<file path="config.mk">
export PLATFORM = sky130hd
export DESIGN_NAME = sky_texcoord_fan_emitter_unit
export DESIGN_NICKNAME = d
export VERILOG_FILES = /design/src/stfe_pkg.sv /design/src/stfe_root.sv /design/src/stfe_div.sv /design/src/sky_texcoord_fan_emitter_unit.sv
export VERILOG_INCLUDE_DIRS = /design/src /design/src/src
export SDC_FILE = /design/constraint.sdc
export NUM_CORES = 2
export LEC_CHECK = 0
export BUFFER_PORTS_ARGS = -buffer_cell sky130_fd_sc_hd__buf_4
export CELL_PAD_IN_SITES_DETAIL_PLACEMENT = 0
export CELL_PAD_IN_SITES_GLOBAL_PLACEMENT = 1
export CORE_UTILIZATION = 51
export CTS_CLUSTER_SIZE = 14
export DETAILED_ROUTE_END_ITERATION = 16
export PLACE_DENSITY = 0.91
export SYNTH_ARGS = -nofsm -noshare
export SYNTH_HDL_FRONTEND = slang
export SYNTH_SLANG_ARGS = --single-unit
</file>
<file path="constraint.sdc">
create_clock -name clk -period 11.6 [get_ports clk]
set_input_delay 2.32 -clock clk [delete_from_list [all_inputs] [get_ports clk]]
set_output_delay 2.32 -clock clk [all_outputs]
set_load 0.03 [all_outputs]
</file>
<file path="src/sky_texcoord_fan_emitter_unit_defines.svh">
// Assertion macros for the sky texcoord fan emitter.
// Taken in by the files that carry assertions; no other dependencies.
`ifndef SKY_TEXCOORD_FAN_EMITTER_UNIT_DEFINES_SVH
`define SKY_TEXCOORD_FAN_EMITTER_UNIT_DEFINES_SVH
`ifndef SYNTH
`define STFE_ASSERT_IMP(lbl, clk, rst_n, a, b) \
	lbl: assert property (@(posedge clk) disable iff (!rst_n) (a) |-> (b)) \
		else $error("stfe: same-cycle check failed");
`define STFE_ASSERT_NXT(lbl, clk, rst_n, a, b) \
	lbl: assert property (@(posedge clk) disable iff (!rst_n) (a) |=> (b)) \
		else $error("stfe: next-cycle check failed");
`else
`define STFE_ASSERT_IMP(lbl, clk, rst_n, a, b)
`define STFE_ASSERT_NXT(lbl, clk, rst_n, a, b)
`endif
`endif

</file>
<file path="src/stfe_pkg.sv">
// Shared types and constants for the sky texcoord fan emitter.
// No dependencies.
package stfe_pkg;

	localparam int SQ_W    = 44;	// sum of squares
	localparam int LEN_W   = 30;	// distance in 1/256 units
	localparam int NUM_W   = 47;	// divider numerator
	localparam int QUO_W   = 20;	// divider quotient
	localparam int CFG_IDX_W  = 2;
	localparam int CFG_DATA_W = 32;

	// 378 * 512 * 256
	localparam logic [25:0] RADIUS_SCALE = 26'd49545216;

	localparam logic [CFG_IDX_W-1:0] CFG_SCROLL = 2'd0;
	localparam logic [CFG_IDX_W-1:0] CFG_EYE_X  = 2'd1;
	localparam logic [CFG_IDX_W-1:0] CFG_EYE_Y  = 2'd2;
	localparam logic [CFG_IDX_W-1:0] CFG_EYE_Z  = 2'd3;

	typedef struct packed {
		logic signed [19:0] pos_x;
		logic signed [19:0] pos_y;
		logic signed [19:0] pos_z;
		logic               starts_polygon;
	} in_item_t;

	typedef struct packed {
		logic signed [19:0] out_x;
		logic signed [19:0] out_y;
		logic signed [19:0] out_z;
		logic signed [19:0] tex_s;
		logic signed [19:0] tex_t;
		logic               last_of_triangle;
	} out_item_t;

	typedef struct packed {
		logic signed [19:0] x;
		logic signed [19:0] y;
		logic signed [19:0] z;
		logic signed [19:0] s;
		logic signed [19:0] t;
	} vtx_t;

	typedef struct packed {
		logic busy;
		logic done;
	} ser_status_t;

endpackage

</file>
<file path="src/stfe_root.sv">
// Bit-serial integer square root of (radicand << 16), one result bit a cycle.
// Depends on stfe_pkg.
module stfe_root (
	input  logic                       clk,
	input  logic                       arst_n,
	input  logic                       start,
	input  logic [stfe_pkg::SQ_W-1:0]  radicand,
	output stfe_pkg::ser_status_t      status,
	output logic [stfe_pkg::LEN_W-1:0] root
);
	localparam int X_W   = 2 * stfe_pkg::LEN_W;
	localparam int REM_W = stfe_pkg::LEN_W + 3;
	localparam int CNT_W = $clog2(stfe_pkg::LEN_W);
	localparam logic [CNT_W-1:0] LAST = CNT_W'(stfe_pkg::LEN_W - 1);

	logic [X_W-1:0]                x_q;
	logic [REM_W-1:0]              rem_q;
	logic [stfe_pkg::LEN_W-1:0]    root_q;
	logic [CNT_W-1:0]              cnt_q;
	logic                          busy_q, done_q;
	logic [REM_W-1:0]              rem_n, trial;
	logic                          ge;

	assign rem_n = {rem_q[REM_W-3:0], x_q[X_W-1 -: 2]};
	assign trial = REM_W'({root_q, 2'b01});
	assign ge    = rem_n >= trial;

	always_ff @(posedge clk or negedge arst_n) begin
		if (!arst_n) begin
			busy_q <= 1'b0;
			done_q <= 1'b0;
			cnt_q  <= '0;
		end else begin
			done_q <= 1'b0;
			if (start) begin
				busy_q <= 1'b1;
				cnt_q  <= '0;
			end else if (busy_q) begin
				cnt_q <= cnt_q + 1'b1;
				if (cnt_q == LAST) begin
					busy_q <= 1'b0;
					done_q <= 1'b1;
				end
			end
		end
	end

	always_ff @(posedge clk) begin
		if (start) begin
			x_q    <= {radicand, (X_W - stfe_pkg::SQ_W)'(0)};
			rem_q  <= '0;
			root_q <= '0;
		end else if (busy_q) begin
			x_q    <= {x_q[X_W-3:0], 2'b00};
			rem_q  <= ge ? (rem_n - trial) : rem_n;
			root_q <= {root_q[stfe_pkg::LEN_W-2:0], ge};
		end
	end

	assign status = '{busy: busy_q, done: done_q};
	assign root   = root_q;
endmodule

</file>
<file path="src/stfe_div.sv">
// Restoring divider, one quotient bit a cycle; the quotient is known to fit QUO_W bits.
// Depends on stfe_pkg.
module stfe_div (
	input  logic                       clk,
	input  logic                       arst_n,
	input  logic                       start,
	input  logic [stfe_pkg::NUM_W-1:0] num,
	input  logic [stfe_pkg::LEN_W-1:0] den,
	output stfe_pkg::ser_status_t      status,
	output logic [stfe_pkg::QUO_W-1:0] quo
);
	localparam int QW    = stfe_pkg::QUO_W;
	localparam int DW    = stfe_pkg::LEN_W;
	localparam int CNT_W = $clog2(QW);
	localparam logic [CNT_W-1:0] LAST = CNT_W'(QW - 1);

	logic [DW-1:0]    rem_q, den_q;
	logic [QW-1:0]    shf_q, quo_q;
	logic [CNT_W-1:0] cnt_q;
	logic             busy_q, done_q;
	logic [DW:0]      rem_n, diff;
	logic             ge;

	assign rem_n = {rem_q, shf_q[QW-1]};
	assign diff  = rem_n - {1'b0, den_q};
	assign ge    = rem_n >= {1'b0, den_q};

	always_ff @(posedge clk or negedge arst_n) begin
		if (!arst_n) begin
			busy_q <= 1'b0;
			done_q <= 1'b0;
			cnt_q  <= '0;
		end else begin
			done_q <= 1'b0;
			if (start) begin
				busy_q <= 1'b1;
				cnt_q  <= '0;
			end else if (busy_q) begin
				cnt_q <= cnt_q + 1'b1;
				if (cnt_q == LAST) begin
					busy_q <= 1'b0;
					done_q <= 1'b1;
				end
			end
		end
	end

	// high part of the numerator is already below the divisor
	always_ff @(posedge clk) begin
		if (start) begin
			rem_q <= DW'(num[stfe_pkg::NUM_W-1:QW]);
			shf_q <= num[QW-1:0];
			den_q <= den;
			quo_q <= '0;
		end else if (busy_q) begin
			rem_q <= ge ? diff[DW-1:0] : rem_n[DW-1:0];
			shf_q <= {shf_q[QW-2:0], 1'b0};
			quo_q <= {quo_q[QW-2:0], ge};
		end
	end

	assign status = '{busy: busy_q, done: done_q};
	assign quo    = quo_q;
endmodule

</file>
<file path="src/sky_texcoord_fan_emitter_unit.sv">
// Sky texcoord fan emitter: scrolling sky texture coordinates and fan-to-triangle output.
// Depends on stfe_pkg, stfe_root, stfe_div and the assertion macro header.
//
//  channel  signals                      transfer when
//  in       in_valid/in_stall/in_data    in_valid && !in_stall
//  out      out_valid/out_stall/out_data out_valid && !out_stall
//  cfg      cfg_we/cfg_index/cfg_data    cfg_we
//
// A vertex is taken in, then passes the sum of squares, the serial square root and two
// divides with a multiply step before each, a finish step and the emission of the three
// vertices of its triangle; the next vertex is taken only once the sequencer is back in
// idle. The root and the single shared divider take most of that time. Zero distance skips
// both. The first and second vertex of a polygon emit nothing.
// Reset clears the sequencer, polygon state and configuration registers. An output stall holds
// emission; the next vertex may enter while the last result still waits.
`include "sky_texcoord_fan_emitter_unit_defines.svh"
module sky_texcoord_fan_emitter_unit #(
	parameter int MAX_POLY_VERTS = 256
) (
	input  logic                                clk,
	input  logic                                arst_n,
	input  logic                                in_valid,
	output logic                                in_stall,
	input  stfe_pkg::in_item_t                  in_data,
	output logic                                out_valid,
	input  logic                                out_stall,
	output stfe_pkg::out_item_t                 out_data,
	input  logic                                cfg_we,
	input  logic [stfe_pkg::CFG_IDX_W-1:0]      cfg_index,
	input  logic [stfe_pkg::CFG_DATA_W-1:0]     cfg_data
);
	localparam int CNT_W = $clog2(MAX_POLY_VERTS + 1);
	localparam logic [CNT_W-1:0] MAX_CNT = CNT_W'(MAX_POLY_VERTS);
	localparam logic signed [19:0] SMAX = 20'sh7FFFF;

	typedef enum logic [8:0] {
		ST_IDLE = 9'b000000001,
		ST_SQR  = 9'b000000010,
		ST_ROOT = 9'b000000100,
		ST_MULS = 9'b000001000,
		ST_DIVS = 9'b000010000,
		ST_MULT = 9'b000100000,
		ST_DIVT = 9'b001000000,
		ST_FIN  = 9'b010000000,
		ST_EMIT = 9'b100000000
	} state_t;

	state_t                      state_q;
	logic [14:0]                 scroll_q;
	logic signed [19:0]          eye_x_q, eye_y_q, eye_z_q;
	logic signed [20:0]          dx_q, dy_q;
	logic signed [22:0]          dz3_q;
	logic [stfe_pkg::SQ_W-1:0]   acc_q;
	logic [1:0]                  sq_cnt_q;
	logic [stfe_pkg::LEN_W-1:0]  len_q;
	logic [CNT_W-1:0]            count_q;
	logic [1:0]                  emit_idx_q;
	stfe_pkg::vtx_t              cur_q, first_q, prev_q;
	logic                        out_valid_q;
	stfe_pkg::out_item_t         out_q;

	// accept path
	logic                        in_xfer, drop;
	logic [CNT_W-1:0]            eff_cnt;
	logic signed [20:0]          dz_n;
	logic signed [22:0]          dz_ext;

	// square path
	logic signed [22:0]          sq_op;
	logic [21:0]                 sq_mag;
	logic [43:0]                 sq;

	// divide path
	stfe_pkg::ser_status_t       root_st, div_st;
	logic [stfe_pkg::LEN_W-1:0]  root_val;
	logic [stfe_pkg::QUO_W-1:0]  div_quo;
	logic                        div_start;
	logic signed [20:0]          d_sel;
	logic [20:0]                 d_mag;
	logic [stfe_pkg::NUM_W-1:0]  num;
	logic                        out_free;
	logic                        emit_go;

	function automatic logic signed [19:0] tex_term(input logic [14:0] scr,
		input logic neg, input logic [stfe_pkg::QUO_W-1:0] q);
		logic signed [21:0] qz, term, sum;
		qz   = $signed({2'b00, q});
		term = neg ? -qz : qz;
		sum  = $signed({6'b0, scr, 1'b0}) + term;
		if (sum > 22'sd524287)
			return 20'sh7FFFF;
		else if (sum < -22'sd524288)
			return -20'sh80000;
		return sum[19:0];
	endfunction

	assign in_stall = (state_q != ST_IDLE);
	assign in_xfer  = in_valid && !in_stall;
	assign eff_cnt  = in_data.starts_polygon ? '0 : count_q;
	assign drop     = (eff_cnt >= MAX_CNT);
	assign dz_n     = $signed({in_data.pos_z[19], in_data.pos_z}) - $signed({eye_z_q[19], eye_z_q});
	assign dz_ext   = {{2{dz_n[20]}}, dz_n};

	always_comb begin
		case (sq_cnt_q)
			2'd0:    sq_op = {{2{dx_q[20]}}, dx_q};
			2'd1:    sq_op = {{2{dy_q[20]}}, dy_q};
			2'd2:    sq_op = dz3_q;
			default: sq_op = '0;
		endcase
	end
	assign sq_mag = sq_op[22] ? 22'(-sq_op) : 22'(sq_op);
	assign sq     = sq_mag * sq_mag;

	assign d_sel     = (state_q == ST_MULT) ? dy_q : dx_q;
	assign d_mag     = d_sel[20] ? 21'(-d_sel) : 21'(d_sel);
	assign num       = stfe_pkg::NUM_W'(d_mag) * stfe_pkg::NUM_W'(stfe_pkg::RADIUS_SCALE)
	                 + stfe_pkg::NUM_W'(len_q >> 1);
	assign div_start = (state_q == ST_MULS) || (state_q == ST_MULT);
	assign out_free  = !out_valid_q || !out_stall;
	assign emit_go   = (state_q == ST_EMIT) && out_free;

	stfe_root u_root (
		.clk      (clk),
		.arst_n   (arst_n),
		.start    ((state_q == ST_SQR) && (sq_cnt_q == 2'd3) && (acc_q != '0)),
		.radicand (acc_q),
		.status   (root_st),
		.root     (root_val)
	);

	stfe_div u_div (
		.clk    (clk),
		.arst_n (arst_n),
		.start  (div_start),
		.num    (num),
		.den    (len_q),
		.status (div_st),
		.quo    (div_quo)
	);

	// configuration
	always_ff @(posedge clk or negedge arst_n) begin
		if (!arst_n) begin
			scroll_q <= '0;
			eye_x_q  <= '0;
			eye_y_q  <= '0;
			eye_z_q  <= '0;
		end else if (cfg_we) begin
			case (cfg_index)
				stfe_pkg::CFG_SCROLL: scroll_q <= cfg_data[14:0];
				stfe_pkg::CFG_EYE_X:  eye_x_q  <= cfg_data[19:0];
				stfe_pkg::CFG_EYE_Y:  eye_y_q  <= cfg_data[19:0];
				stfe_pkg::CFG_EYE_Z:  eye_z_q  <= cfg_data[19:0];
				default: ;
			endcase
		end
	end

	// sequencer and polygon state
	always_ff @(posedge clk or negedge arst_n) begin
		if (!arst_n) begin
			state_q     <= ST_IDLE;
			count_q     <= '0;
			sq_cnt_q    <= '0;
			emit_idx_q  <= '0;
			out_valid_q <= 1'b0;
			first_q     <= '0;
			prev_q      <= '0;
		end else begin
			if (emit_go)
				out_valid_q <= 1'b1;
			else if (!out_stall)
				out_valid_q <= 1'b0;
			case (state_q)
				ST_IDLE: begin
					if (in_xfer && !drop) begin
						count_q  <= eff_cnt;
						sq_cnt_q <= '0;
						state_q  <= ST_SQR;
					end
				end
				ST_SQR: begin
					sq_cnt_q <= sq_cnt_q + 1'b1;
					if (sq_cnt_q == 2'd3)
						state_q <= (acc_q == '0) ? ST_FIN : ST_ROOT;
				end
				ST_ROOT: if (root_st.done) state_q <= ST_MULS;
				ST_MULS: state_q <= ST_DIVS;
				ST_DIVS: if (div_st.done) state_q <= ST_MULT;
				ST_MULT: state_q <= ST_DIVT;
				ST_DIVT: if (div_st.done) state_q <= ST_FIN;
				ST_FIN: begin
					if (count_q == '0) begin
						first_q <= cur_q;
						count_q <= CNT_W'(1);
						state_q <= ST_IDLE;
					end else if (count_q == CNT_W'(1)) begin
						prev_q  <= cur_q;
						count_q <= CNT_W'(2);
						state_q <= ST_IDLE;
					end else begin
						emit_idx_q <= '0;
						state_q    <= ST_EMIT;
					end
				end
				ST_EMIT: begin
					if (out_free) begin
						emit_idx_q <= emit_idx_q + 1'b1;
						if (emit_idx_q == 2'd2) begin
							prev_q  <= cur_q;
							count_q <= count_q + 1'b1;
							state_q <= ST_IDLE;
						end
					end
				end
				default: state_q <= ST_IDLE;
			endcase
		end
	end

	// payload
	always_ff @(posedge clk) begin
		if (in_xfer) begin
			cur_q.x <= in_data.pos_x;
			cur_q.y <= in_data.pos_y;
			cur_q.z <= in_data.pos_z;
			dx_q    <= $signed({in_data.pos_x[19], in_data.pos_x})
			         - $signed({eye_x_q[19], eye_x_q});
			dy_q    <= $signed({in_data.pos_y[19], in_data.pos_y})
			         - $signed({eye_y_q[19], eye_y_q});
			dz3_q   <= dz_ext + (dz_ext <<< 1);
			acc_q   <= '0;
		end
		if (state_q == ST_SQR && sq_cnt_q != 2'd3)
			acc_q <= acc_q + sq;
		if (state_q == ST_SQR && sq_cnt_q == 2'd3 && acc_q == '0) begin
			cur_q.s <= SMAX;
			cur_q.t <= SMAX;
		end
		if (state_q == ST_ROOT && root_st.done)
			len_q <= root_val;
		if (state_q == ST_DIVS && div_st.done)
			cur_q.s <= tex_term(scroll_q, dx_q[20], div_quo);
		if (state_q == ST_DIVT && div_st.done)
			cur_q.t <= tex_term(scroll_q, dy_q[20], div_quo);
		if (emit_go) begin
			case (emit_idx_q)
				2'd0:    out_q <= '{first_q.x, first_q.y, first_q.z, first_q.s, first_q.t, 1'b0};
				2'd1:    out_q <= '{prev_q.x, prev_q.y, prev_q.z, prev_q.s, prev_q.t, 1'b0};
				default: out_q <= '{cur_q.x, cur_q.y, cur_q.z, cur_q.s, cur_q.t, 1'b1};
			endcase
		end
	end

	assign out_valid = out_valid_q;
	assign out_data  = out_q;

	`STFE_ASSERT_NXT(a_root_then_mul, clk, arst_n, root_st.done, state_q == ST_MULS)
	`STFE_ASSERT_IMP(a_div_in_div_state, clk, arst_n, div_st.done, (state_q == ST_DIVS) || (state_q == ST_DIVT))
	`STFE_ASSERT_IMP(a_emit_needs_two, clk, arst_n, state_q == ST_EMIT, count_q >= CNT_W'(2))
	`STFE_ASSERT_IMP(a_count_bound, clk, arst_n, 1'b1, count_q <= MAX_CNT)
endmodule

</file>
# ---- Word-level counts from Yosys, hierarchy flattened
# Index checks and enable logic that the tools add are counted.
dict set report word_totals {
  word_cells 229
  reg_bits 857
  output_inout_bits 103
  input_bits 100
}
dict set report op_classes {
  n_eq_ne 34
  addsub 18
  mux 79
  n_mul 2
  magnitude_cmp 7
  n_reduce_logical 40
}
# cell n
set op_table {}
lappend op_table {{100-bit two-way mux} 4}
lappend op_table {{101-bit case mux with 2 select lines} 1}
lappend op_table {{20-bit two-way mux} 10}
lappend op_table {{100-bit case mux with 2 select lines} 1}
lappend op_table {{9-bit two-way mux} 15}
lappend op_table {{60-bit two-way mux} 2}
lappend op_table {{44-bit two-way mux} 2}
lappend op_table {{9-bit case mux with 9 select lines} 1}
lappend op_table {{23-bit case mux with 3 select lines} 1}
lappend op_table {{22-bit two-way mux} 3}
lappend op_table {{20-bit by 20-bit subtractor with 21-bit output} 3}
lappend op_table {{27-bit two-way mux} 2}
lappend op_table {{47-bit by 29-bit adder with 47-bit output} 1}
lappend op_table {{17-bit by 22-bit adder with 22-bit output} 2}
lappend op_table {{44-bit adder} 1}
lappend op_table {{22-bit by 20-bit greater-than comparator with 1-bit output, second input constant} 2}
lappend op_table {{44-bit zero test} 1}
lappend op_table {{22-bit by 20-bit < comparator with 1-bit output, second input constant} 2}
lappend op_table {{22-bit by 22-bit multiplier with 44-bit output} 1}
lappend op_table {{44-bit nonzero test} 1}
lappend op_table {{21-bit two-way mux} 2}
lappend op_table {{40-bit two-way mux} 1}
lappend op_table {{33-bit by 32-bit greater-or-equal comparator with 1-bit output} 1}
lappend op_table {{31-bit by 30-bit greater-or-equal comparator with 1-bit output} 1}
lappend op_table {{46 further kinds} 119}

# ---- Depth between registers and ports, before layout
dict set report logic_depth {
  depth_word 9
  mapped_depth 43
  ltp_nobuf 38
}

# ---- Modules after synthesis
# A second synthesis with hierarchy kept.
dict set report hier_totals {
  cells_unflattened 5921
  area_unflattened_um2 62834.0
}
# mod area_per_inst_um2 cells_each instances seq_area_each_um2
set by_module_without_submodules {}
lappend by_module_without_submodules {sky_texcoord_fan_emitter_unit 50164.4 4708 1 17668.2}
lappend by_module_without_submodules {stfe_root 6551.3 686 1 2717.6}
lappend by_module_without_submodules {stfe_div 6118.4 527 1 2947.8}

# ---- Least setup slack after synthesis
# OpenSTA, ideal clock, no wires.
dict set report synth_timing {
  path_kind {reg-to-reg}
  start {reg sq_cnt_q[0]}
  end {reg acc_q[42] in the netlist's numbering (data pin)}
  synth_period_minus_slack_ps 9520
  t_required_ps 11334
  path_stages_with_launch 37
  t_arrival_ps 9254
  setup_ps 266
  path_buffers 5
  slack_ps 2080
  cell_sequence {dfrtp_1 inv_1 ha_1 clkbuf_1 buf_2 a222oi_1 nor2_1 inv_1 clkbuf_1 ha_1 o211a_1 nand3_1 mux2_1 nor2_1 clkbuf_1 nor2_1 fa_1 fa_1 fa_1 fa_1 fa_1 fa_1 inv_1 fa_1 inv_1 ha_1 clkbuf_1 a211oi_1 o21bai_1 or3_1 a211oi_1 o21ai_1 a31oi_1 a21oi_1 a31oi_1 xor2_1 nor2_1}
}
dict set report synth_between {
  elab_chain_cells 7
  word_cells_on_any_way 11
  classes_between {add/sub (2); mul (1); eq/ne (3); mux (3); reduce/logical (2)}
}
# element line
set synth_rtl {}
lappend synth_rtl {{from (decl)} sky_texcoord_fan_emitter_unit.sv:54} ;# logic [1:0] sq_cnt_q;
lappend synth_rtl {{from (signal assigned)} sky_texcoord_fan_emitter_unit.sv:184} ;# sq_cnt_q <= sq_cnt_q + 1'b1;
lappend synth_rtl {{2-bit equality test, or another cell as far along} sky_texcoord_fan_emitter_unit.sv:105} ;# case (sq_cnt_q)
lappend synth_rtl {{23-bit case mux with 3 select lines} sky_texcoord_fan_emitter_unit.sv:105}
lappend synth_rtl {{22-bit negation} sky_texcoord_fan_emitter_unit.sv:112} ;# assign sq_mag = sq_op[22] ? 22'(-sq_op) : 22'(sq_op);
lappend synth_rtl {{22-bit two-way mux} sky_texcoord_fan_emitter_unit.sv:112}
lappend synth_rtl {{22-bit by 22-bit multiplier with 44-bit output} sky_texcoord_fan_emitter_unit.sv:113} ;# assign sq = sq_mag * sq_mag;
lappend synth_rtl {{44-bit adder} sky_texcoord_fan_emitter_unit.sv:236} ;# acc_q <= acc_q + sq;
lappend synth_rtl {{44-bit two-way mux *} sky_texcoord_fan_emitter_unit.sv:235} ;# if (state_q == ST_SQR && sq_cnt_q != 2'd3)
lappend synth_rtl {{to (signal assigned)} sky_texcoord_fan_emitter_unit.sv:236}
lappend synth_rtl {{to (decl)} sky_texcoord_fan_emitter_unit.sv:53} ;# logic [stfe_pkg::SQ_W-1:0] acc_q;
# Every way passes the cells marked *; elsewhere a longest branch is shown, timed or not.
# A chain may end at the register's enable or synchronous reset.

# ---- Worst setup path after layout
# Same ends and word-level chain as after synthesis.

==> flow_summary.json <==
{
  "cts_tree": "done",
  "avgSynthCellArea_um2": 10.1,
  "critPathRequiredTime_ps": 12030,
  "vias": 45600,
  "dp.cells": 7923,
  "syn_nets": 7283,
  "syn_to_final_growth_pct": 9.93,
  "drtIter0Drc": 3699,
  "cap_violations": 0,
  "grtUsageTotal": 0.258,
  "fin_hold_ws_ps": 442,
  "synthTopCellsByArea": "edfxtp_1 (22%), fa_1 (15%), dfrtp_1 (12%)",
  "tns_ps": 0,
  "port_buffers": 190,
  "status": "completed",
  "synth_cell_types": 107,
  "hp-class": "reg -> reg",
  "synth_edf_count": 461,
  "via_per_inst": 5.63,
  "root_buffer": "clkbuf_16",
  "seqCellArea_um2": 23300,
  "utilization": 0.568,
  "synth_ff_type": "edfxtp_1",
  "coreArea_um2": 122000,
  "multi_input_area_um2": 35900,
  "path_max_fanout": 21,
  "end_kind": "flop",
  "synth_top_area_share": 0.219,
  "clock_latency_ps": 740,
  "reg2reg_depth": 31,
  "post-route-min-period_ps": 10700,
  "synth.most_common_cell": "nand2_1",
  "slowest_delay_ps": 800,
  "slew_headroom": 0.207,
  "rows": 128,
  "synth-seq-area-share": 0.369,
  "crit_slowest_cell": "a222oi_1",
  "htreeDepth": 3,
  "ioPinCount": 203,
  "ctsResizeCount": 0,
  "crit_top_cell": "fa_1",
  "whs_path_depth": 0,
  "dieWidth_um": 354,
  "wl_per_cell_um": 19.7,
  "hold_violations": 0,
  "critPathKind": "reg -> reg",
  "cts_setup_buffers": 0,
  "fin_cells": 8104,
  "cts.hold.buffers_added": 0,
  "async_flop_share": 0.364,
  "initial_core_util": 0.517,
  "wirelength_um": 159000,
  "route.detailed.drc": 0,
  "clock_path_buffers": 3,
  "nets": 7396,
  "synth_cells": 6282,
  "drive_gt1_frac": 0.0880,
  "skew_ps": 47.4,
  "ys_warn_count": 0,
  "antenna_found_initial": 5,
  "rsz0062_at_grt": "no",
  "slew_viol_final": 0,
  "grt_max_degree": 147,
  "setup_viol": 0,
  "place.gp.congestion": 0.937,
  "cts_sinks": 857,
  "ys_seq_elements": 857,
  "first_global_vias": 46300,
  "worst_slew_pin_slew_ps": 1190,
  "syn_area_um2": 63300,
  "path_clk_slew_ps": 60,
  "fillers": 10500,
  "first_pass_iters": 9,
  "arrival_ps": 11130,
  "hpwl_um": 118000,
  "cp-start-kind": "flop",
  "grt_overflow": 0,
  "max_freq_ghz": 0.0935,
  "dieHeight_um": 354,
  "grt_pass1_wl_um": 256000,
  "die_area_um2": 125000,
  "yosys-top-cells-count": "nand2_1 (915), inv_1 (812), fa_1 (473), edfxtp_1 (461), nor2_1 (435)",
  "synth_top_area_cell": "edfxtp_1",
  "cts_buffers": 95,
  "period_share": 0.922,
  "detail-route-antenna-nets": 0
}
==> layer usage <==
metal / global-route usage / up-vias / wire (µm)
met5: 0 / - / 13
met3: 0.0393 / 327 / 9260
li1: - / 21500 / -
met4: 0.0888 / 2 / 5830
met1: 0.341 / 22500 / 67300
met2: 0.433 / 1294 / 77000
==> cell usage in the layout, fill, tap and decap left out, types with 25 or more instances in the layout <==
master	count
a21oi_1	206
a22oi_1	105
and2_1	29
o21a_1	44
ha_1	426
xnor2_1	188
a21o_1	95
a211oi_1	55
dfxtp_1	84
o21ai_1	51
nand2b_1	48
inv_1	811
nor2b_1	50
nand4_1	30
o21ai_0	100
xor2_1	101
nor3_1	104
mux2i_1	109
mux2_2	78
fa_1	473
nand2_1	914
or3_1	34
nor2_1	431
and3_1	39
inv_2	25
nor4_1	27
buf_4	241
a31oi_1	47
nand3_1	97
mux2_1	143
dfrtp_1	310
clkbuf_16	95
edfxtp_1	461
==> through the flow <==
| step | cell area [µm²] | setup WS (ps) |
|---|---|---|
| finish | 69500 | 902 |
| global placement | 66300 | 1020 |
| floorplan | 63300 | 2080 |
| global route | 69500 | 392 |
| CTS | 69500 | 958 |
| detailed placement | 66300 | 1050 |
==> critical path, delay by kind of cell, from the launching register on <==
kind / cells / cell delay [ps]
buffers and inverters: 5 / 380
XOR/XNOR: 2 / 420
adder cells (fa/ha/maj): 9 / 4530
AO/OA/AOI/OAI: 9 / 2940
flip-flops: 1 / 410
AND/OR/NAND/NOR: 6 / 1690
==> kinds of logic after synthesis <==
logic type / Yosys count / synth area share
and+or+nand+nor: 1898 / 0.132
buffers and inverters: 1064 / 0.0649
AOI/OAI and AO/OA: 943 / 0.103
adders and majority gates: 901 / 0.234
DFF: 857 / 0.369
muxes: 330 / 0.0566
xor gates and xnor gates: 289 / 0.0400
==> final timing paths <==
kind | startpoint | endpoint | slack [ps]
max | sq_cnt_q[0] | acc_q[42] | 900
min | len_q[0] | u_div.den_q[0] | 440
max in group asynchronous | arst_n | u_root.done_q | 8450
min in group asynchronous | arst_n | first_q[67] | 1670
max reg2reg | sq_cnt_q[0] | acc_q[42] | 900
min reg2reg | len_q[0] | u_div.den_q[0] | 440
==> area by class of cell <==
| type | instances | area share |
|---|---|---|
| flip-flops and latches | 857 | 0.336 |
| clock inverters | 57 | 0.0101 |
| inverters | 837 | 0.0452 |
| multi-input cells | 4361 | 0.517 |
| well taps | 1625 | 0.0292 |
| repair buffers | 243 | 0.0265 |
| diodes | 1 | 0.0000360 |
| clock buffers | 123 | 0.0368 |
==> flip-flops by register name (all words and copies together), names as in the netlist, 31 cells and up <==
name / flops
acc_q: 44
cur_q: 100
first_q: 100
out_data: 101
prev_q: 100
u_root.rem_q: 31
u_root.x_q: 44
Power is not shown: default switching activity piles up to over one toggle a cycle in this logic, so the estimate is an artifact.
